<file path="src/plh_pkg.sv">
// Types and constants shared by the latency histogram modules.
`default_nettype none

package plh_pkg;

	localparam int NUM_BUCKETS = 7;
	localparam int NUM_EDGES   = 6;

	// Bucket edges of 25, 50, 100, 200, 400 and 800 us, in nanoseconds.
	localparam logic [63:0] EDGE_NS [NUM_EDGES] = '{
		64'd25000, 64'd50000, 64'd100000, 64'd200000, 64'd400000, 64'd800000
	};

	localparam logic [1:0] MODE_NESTED = 2'd0;
	localparam logic [1:0] MODE_OUTER  = 2'd1;
	localparam logic [1:0] MODE_CLEAR  = 2'd2;
	localparam logic [1:0] MODE_READ   = 2'd3;

	localparam logic [2:0] ST_RECORDED = 3'd0;
	localparam logic [2:0] ST_UNMAPPED = 3'd1;
	localparam logic [2:0] ST_UNTIMED  = 3'd2;
	localparam logic [2:0] ST_NEST_CLR = 3'd3;
	localparam logic [2:0] ST_READOUT  = 3'd4;

	localparam logic [3:0] WORD_OPCODE  = 4'd0;
	localparam logic [3:0] WORD_COUNT   = 4'd1;
	localparam logic [3:0] WORD_SUM     = 4'd2;
	localparam logic [3:0] WORD_MAX     = 4'd3;
	localparam logic [3:0] WORD_BUCKET0 = 4'd4;
	localparam logic [3:0] WORD_LAST    = 4'd10;

	localparam logic [1:0] REG_OLD_FIRST = 2'd0;
	localparam logic [1:0] REG_OLD_END   = 2'd1;
	localparam logic [1:0] REG_NEW_FIRST = 2'd2;
	localparam logic [1:0] REG_NEW_END   = 2'd3;

	typedef struct packed {
		logic [31:0] old_first;
		logic [31:0] old_end;
		logic [31:0] new_first;
		logic [31:0] new_end;
	} cfg_t;

	typedef struct packed {
		logic done;
		logic mapped;
	} map_stat_t;

	typedef struct packed {
		logic [NUM_BUCKETS-1:0][63:0] bucket;
		logic [63:0]                  tmax;
		logic [63:0]                  tsum;
		logic [63:0]                  count;
		logic [31:0]                  opcode;
	} row_t;

endpackage

`default_nettype wire

</file>
<file path="src/plh_slot_map.sv">
// Opcode to slot mapping pipeline with a reciprocal fold of the tail range.
`default_nettype none

module plh_slot_map #(
	parameter int OLD_SPAN   = 16384,
	parameter int DENSE_SPAN = 4096,
	parameter int FOLD_SPAN  = 4096,
	parameter int SLOT_W     = 15
) (
	input  wire logic              clk,
	input  wire logic              arst_n,
	input  wire logic              req,
	input  wire logic [31:0]       opcode,
	input  wire plh_pkg::cfg_t     cfg,
	output plh_pkg::map_stat_t     stat,
	output logic [SLOT_W-1:0]      slot
);
	import plh_pkg::*;

	localparam int FOLD_LOG = $clog2(FOLD_SPAN);
	localparam int SHIFT    = 32 + FOLD_LOG;
	localparam int PROD_W   = SHIFT + 32;
	localparam int R_W      = FOLD_LOG + 1;
	localparam logic [63:0] RECIP_FULL = (64'd1 << SHIFT) / 64'(FOLD_SPAN);
	localparam logic [32:0] RECIP      = RECIP_FULL[32:0];

	typedef enum logic [1:0] {
		K_NONE  = 2'd0,
		K_OLD   = 2'd1,
		K_DENSE = 2'd2,
		K_FOLD  = 2'd3
	} kind_t;

	logic              old_hit, new_hit;
	logic [31:0]       off_old, off_new;
	kind_t             kind_c;
	logic [31:0]       off_c;
	logic [31:0]       quot;
	logic [31:0]       rem_full;
	logic [R_W-1:0]    rem_fix;

	logic              v_s1, v_s2, v_s3, v_s4, v_s5;
	kind_t             kind_s1, kind_s2, kind_s3, kind_s4;
	logic [31:0]       off_s1, off_s2, off_s3, off_s4;
	logic [PROD_W-1:0] prod_s2;
	logic [31:0]       qf_s3;
	logic [R_W-1:0]    rem_s4;
	logic              mapped_s5;
	logic [SLOT_W-1:0] slot_s5;

	always_comb begin
		old_hit = (opcode >= cfg.old_first) && (opcode < cfg.old_end);
		new_hit = (opcode >= cfg.new_first) && (opcode < cfg.new_end);
		off_old = opcode - cfg.old_first;
		off_new = opcode - cfg.new_first;
		kind_c  = K_NONE;
		off_c   = off_new;
		if (old_hit) begin
			off_c  = off_old;
			kind_c = (off_old < 32'(OLD_SPAN)) ? K_OLD : K_NONE;
		end else if (new_hit) begin
			kind_c = (off_new < 32'(DENSE_SPAN)) ? K_DENSE : K_FOLD;
		end
	end

	assign quot     = prod_s2[SHIFT +: 32];
	assign rem_full = off_s3 - qf_s3;
	assign rem_fix  = (rem_s4 >= R_W'(FOLD_SPAN)) ? rem_s4 - R_W'(FOLD_SPAN) : rem_s4;

	always_ff @(posedge clk or negedge arst_n) begin
		if (!arst_n) begin
			v_s1 <= 1'b0;
			v_s2 <= 1'b0;
			v_s3 <= 1'b0;
			v_s4 <= 1'b0;
			v_s5 <= 1'b0;
		end else begin
			v_s1 <= req;
			v_s2 <= v_s1;
			v_s3 <= v_s2;
			v_s4 <= v_s3;
			v_s5 <= v_s4;
		end
	end

	always_ff @(posedge clk) begin
		kind_s1 <= kind_c;
		off_s1  <= off_c;

		kind_s2 <= kind_s1;
		off_s2  <= off_s1;
		prod_s2 <= PROD_W'(off_s1) * PROD_W'(RECIP);

		kind_s3 <= kind_s2;
		off_s3  <= off_s2;
		qf_s3   <= 32'(quot * 32'(FOLD_SPAN));

		kind_s4 <= kind_s3;
		off_s4  <= off_s3;
		rem_s4  <= R_W'(rem_full);

		mapped_s5 <= (kind_s4 != K_NONE);
		case (kind_s4)
			K_OLD:   slot_s5 <= SLOT_W'(off_s4);
			K_DENSE: slot_s5 <= SLOT_W'(OLD_SPAN) + SLOT_W'(off_s4);
			K_FOLD:  slot_s5 <= SLOT_W'(OLD_SPAN + DENSE_SPAN) + SLOT_W'(rem_fix);
			default: slot_s5 <= '0;
		endcase
	end

	assign stat.done   = v_s5;
	assign stat.mapped = mapped_s5;
	assign slot        = slot_s5;

endmodule

`default_nettype wire

</file>
<file path="config.mk">
export PLATFORM = sky130hd
export DESIGN_NAME = plh_slot_map
export DESIGN_NICKNAME = d
export VERILOG_FILES = /design/src/plh_pkg.sv /design/src/plh_slot_map.sv
export SDC_FILE = /design/constraint.sdc
export NUM_CORES = 1
export LEC_CHECK = 0
export BUFFER_PORTS_ARGS = -buffer_cell sky130_fd_sc_hd__buf_2
export CAP_MARGIN = 20
export CORE_UTILIZATION = 55
export DETAILED_ROUTE_END_ITERATION = 8
export HOLD_SLACK_MARGIN = 0.08
export PLACE_DENSITY = 0.85
export SETUP_SLACK_MARGIN = 0.5
export SYNTH_ARGS = -nofsm -noshare
export SYNTH_HDL_FRONTEND = slang
export SYNTH_SLANG_ARGS = --single-unit
</file>
<file path="constraint.sdc">
create_clock -name clk -period 1.25 [get_ports clk]
set_clock_uncertainty 0.1 [all_clocks]
set_input_delay 0.25 -clock clk [delete_from_list [all_inputs] [get_ports clk]]
set_output_delay 0.25 -clock clk [all_outputs]
set_load 0.02 [all_outputs]
</file>
==> out/qor.csv, run 1 <==
metric,value,unit
outcome,stopped before the end,
haltStage,5_1_grt,
tool.error,[ERROR GRT-0232] Routing congestion too high. Check the congestion heatmap in the GUI.,
cts_buffer_depth,2,
netlist_instances,960,
clock_sinks,89,
synthTopCellsByCount,"143 x inv_1, 126 x ha_1, 84 x a21oi_1, 84 x dfxtp_1, 56 x nand2_1",
ys.flop_type,dfxtp_1,
yosys.area.top_type,dfxtp_1,
grt-worst-endpoint,kind_s1[0]$_DFF_P_/D,
synth_seq_cells,89,
fp.dieH,119.7,microns
hpwlAfterDp,21700,microns
fp-row-count,42,
io_buffers,179,
place_area,10640,sq um
synthTopCellsByArea,"dfxtp_1 22%, ha_1 21%, inv_1 7.0%",
die_w,119.7,microns
synth_cell_types,70,
avgSynthCellArea,7.937,sq um
initial_core_util,56.86,%
netlist.area_leader.share,22.07,%
ys_warn_count,0,
synth_nets,1251,
place_congestion,0.9856,
syn_area,7620,sq um
ios,180,
synth_edf_count,0,
cts_max_level,3,
synth_most_common_cell,inv_1,
endpoint_type,sequential cell input,
grt_usage,69.75,%
grt_max_degree,17,
ys_seq_area_share,23.71,%
grt-ovfl-total,32,
cts_buffers,9,
root_buffer,clkbuf_16,
async_flop_share,5.618,%
## cells by family after synthesis
kind of cell / synth area share [%]
compound gates: 24.40
simple gates: 15.16
xor+xnor: 5.402
buf+inv: 8.719
fa+ha+maj: 21.35
flops: 23.71
mux: 1.264
## repair_timing
action / 4_1_cts
hold endpoints to repair: 6
hold buffers: 1
pin swaps: 27
endpoints found under the setup margin: 50
setup buffers: 7
resized for setup: 128
gates cloned: 3
## routing by layer
layer	GRT overflow	GRT usage [%]
met5	0	30.51
met1	2	71.25
met3	5	52.09
met2	21	87.50
met4	4	64.77
## metrics by stage
step | TNS [ns] | setup slack, ns | std cells | hold WS, ns
floorplan | -26.76 | -1.747 | 960 | -0.1456
global placement | -29.20 | -1.940 | 1549 | -0.03942
detailed placement | -30.94 | -2.020 | 1549 | -0.02942
CTS | -22.90 | -1.447 | 1576 | -0.06426
==> run 2, diff against run 1 <==
CORE_UTILIZATION = 40   (was 55)
HOLD_SLACK_MARGIN = unset   (was 0.08)
PLACE_DENSITY = unset   (was 0.85)
PLACE_DENSITY_LB_ADDON = 0.15   (was unset)
SETUP_SLACK_MARGIN = unset   (was 0.5)
==> out/qor.csv, run 2 <==
metric,value,unit,change
outcome,finished with violations,,was stopped before the end
worstPathBufferInverterCount,3,,
grt_usage,23.46,%,
finalHoldViolCount,0,,
root_buffer,clkbuf_16,,unchanged
place_area,10670,sq um,was 10640 sq um
ys.flop_type,dfxtp_1,,unchanged
drt_iter0_drc,431,,
worst-setup-path-type,in2reg,,
fin_ws,-1.504,ns,
cts_tree,yes,,
fp.dieH,140.0,microns,was 119.7 microns
wire_per_inst,14.29,microns,
yosys.area.top_type,dfxtp_1,,unchanged
netlist_instances,960,,unchanged
slew_headroom,63.60,%,
die_w,140.0,microns,was 119.7 microns
clock_sinks,89,,unchanged
clkLatencyLatePin,0.32,ns,
num_vias,8180,,
antenna_found_initial,0,,
ys_seq_area_share,23.71,%,unchanged
core,18710,sq um,
synthTopCellsByCount,"143 x inv_1, 126 x ha_1, 84 x a21oi_1, 84 x dfxtp_1, 56 x nand2_1",,unchanged
critPathCaptureType,register,,
cap_violations,0,,
fin_cells,1628,,
vdd_ir_drop_max,0.6949,mV,
nFillCells,1734,,
crit_arrival,2.87,ns,
synth_seq_cells,89,,unchanged
cts_buffer_depth,2,,unchanged
grt_max_degree,26,,
grt_pass1_wl,36910,microns,
critPathTopFamily,simple AND/OR/NAND/NOR gates,,
rsz0062_at_grt,true,,
violations,setup timing,,
power.leakage,6.135,nW,
setup_violations,17,,
synth_most_common_cell,inv_1,,unchanged
ios,180,,unchanged
place_congestion,0.9341,,was 0.9856
hpwlAfterDp,20310,microns,was 21700 microns
async_flop_share,5.618,%,unchanged
antenna_left,0,,
period_needed,2.754,ns,
tightest_slew,0.5323,ns,
ys_warn_count,0,,unchanged
rrSetupSlack,0.34,ns,
grt_pass1_vias,7663,,
initial_core_util,40.74,%,was 56.86%
cpPeakStageDelay,0.33,ns,
syn_area,7620,sq um,unchanged
areaGrowthSynthToFinish,49.39,%,
report.final.slew_viol_count,0,,
final_common_cell,buf_4,,
synth_cell_types,70,,unchanged
fp-row-count,50,,was 42
critical_path.most_common_cell,buf_4,,
placedCellCount,1603,,was 1549
startpoint_type,primary input,,
cts_buffers,9,,unchanged
synth_nets,1251,,unchanged
crit_chain,buf_2 -> buf_4 -> ha_2 -> a211oi_2 -> or2_1 -> and4_4 -> o21ai_4 -> a21bo_2 -> a211o_1 -> nor4_2 -> nand4_1 -> nor3_2 -> buf_4 -> o21ai_2,,
io_buffers,179,,unchanged
final_nets,1680,,
p_per_area,982.8,nW/um^2,
netlist.area_leader.share,22.07,%,unchanged
drc_errors,0,,
crit_fanout,4,,
drive_above_1_share,38.09,%,
drt-vias-per-instance,5.025,,
cts_max_level,3,,unchanged
grt-ovfl-total,0,,
total_power,11.19,mW,
synthTopCellsByArea,"dfxtp_1 22%, ha_1 21%, inv_1 7.0%",,unchanged
synth_edf_count,0,,unchanged
routed_wl,23270,microns,
first_pass_iters,4,,
dieArea,19610,sq um,
design_area,11380,sq um,
avgSynthCellArea,7.937,sq um,unchanged
clock.fmax,0.3631,GHz,
finalCritPeriodShare,220.3,%,
mostFrequentLayoutCells,"266 x buf_4, 177 x buf_2, 141 x inv_1, 118 x ha_1, 84 x dfxtp_1",,
cts.clk_slew.worst_paths,0.06,ns,
critPathRequiredTime,1.37,ns,
hp-class,in2async,,
antenna_cells,0,,
slowest_stage,a211o_1,,
## run 2: cell counts after synthesis
No cell type changed its count.
## run 2: path summary, 6_finish.rpt
kind | startpoint | end | cells past startpoint
max | opcode[5] | kind_s1[0] | 14
max in group asynchronous | arst_n | v_s1 | 2
max reg2reg | kind_s4[1] | slot[12] | 1
min in group clk | cfg[96] | off_s1[0] | 3
min | arst_n | v_s3 | 2
min reg2reg | off_s3[8] | rem_s4[8] | 0
## run 2: per-layer routing
layer	vias up	GRT usage [%]	routed length [microns]	share of wire [%]
met1	3724	32.47	11180	48
li1	4250	-	-	-
met5	-	0	0	0
met2	189	40.42	10970	47
met4	0	3.875	231	0.99
met3	17	1.607	880	3.8
## run 2: what timing repair did
| item | CTS | global route |
|---|---|---|
| setup endpoints to repair | 17 | 17 |
| pin swaps | 19 | 21 |
| resized for setup | 32 | 45 |
| hold endpoints to repair | 6 | 0 |
| setup buffers | 5 | 3 |
| hold buffers | 2 | 0 |
## run 2: cell families (layout without fill, tap and decap cells)
| kind of cell | count (synthesis) | in the layout | share of synthesized area [%] |
|---|---|---|---|
| AOI/OAI and AO/OA | 286 | 286 | 24.40 |
| muxes | 9 | 9 | 1.264 |
| xor gates and xnor gates | 47 | 47 | 5.402 |
| adders and majority gates | 129 | 129 | 21.35 |
| and+or+nand+nor | 227 | 227 | 15.16 |
| buffers and inverters | 173 | 607 | 8.719 |
| DFF | 89 | 89 | 23.71 |
## run 2: report_power, final
group / total [mW] / internal [mW] / switching [mW]
clock: 2.86 / 1.83 / 1.02
combinational: 4.69 / 2.36 / 2.33
sequential: 3.64 / 3.51 / 0.133
total: 11.2 / 7.70 / 3.49
## run 2: area by class of cell
| type | count | area [sq um] | area share (%) |
|---|---|---|---|
| Clock buffer | 10 | 239.0 | 2.099 |
| Clock inverter | 6 | 95.09 | 0.8353 |
| Inverter | 143 | 549.3 | 4.825 |
| Multi-Input combinational cell | 698 | 5446 | 47.85 |
| Sequential cell | 89 | 1807 | 15.87 |
| Tap cell | 234 | 292.8 | 2.572 |
| Timing Repair Buffer | 448 | 2954 | 25.95 |
## run 2: stage by stage
| step | util [%] | setup WS, ns | TNS (ns) | hold WS (ns) |
|---|---|---|---|---|
| floorplan | - | -1.747 | -26.76 | -0.1456 |
| global placement | 57.02 | -2.048 | -30.79 | -0.03838 |
| detailed placement | 57.02 | -2.133 | -31.26 | -0.03574 |
| CTS | 59.81 | -1.460 | -23.38 | 0.1488 |
| global route | 60.86 | -1.566 | -25.33 | 0.1742 |
| finish | 60.86 | -1.504 | -23.97 | 0.1711 |
No activity file was read; power rests on OpenSTA's default activity.
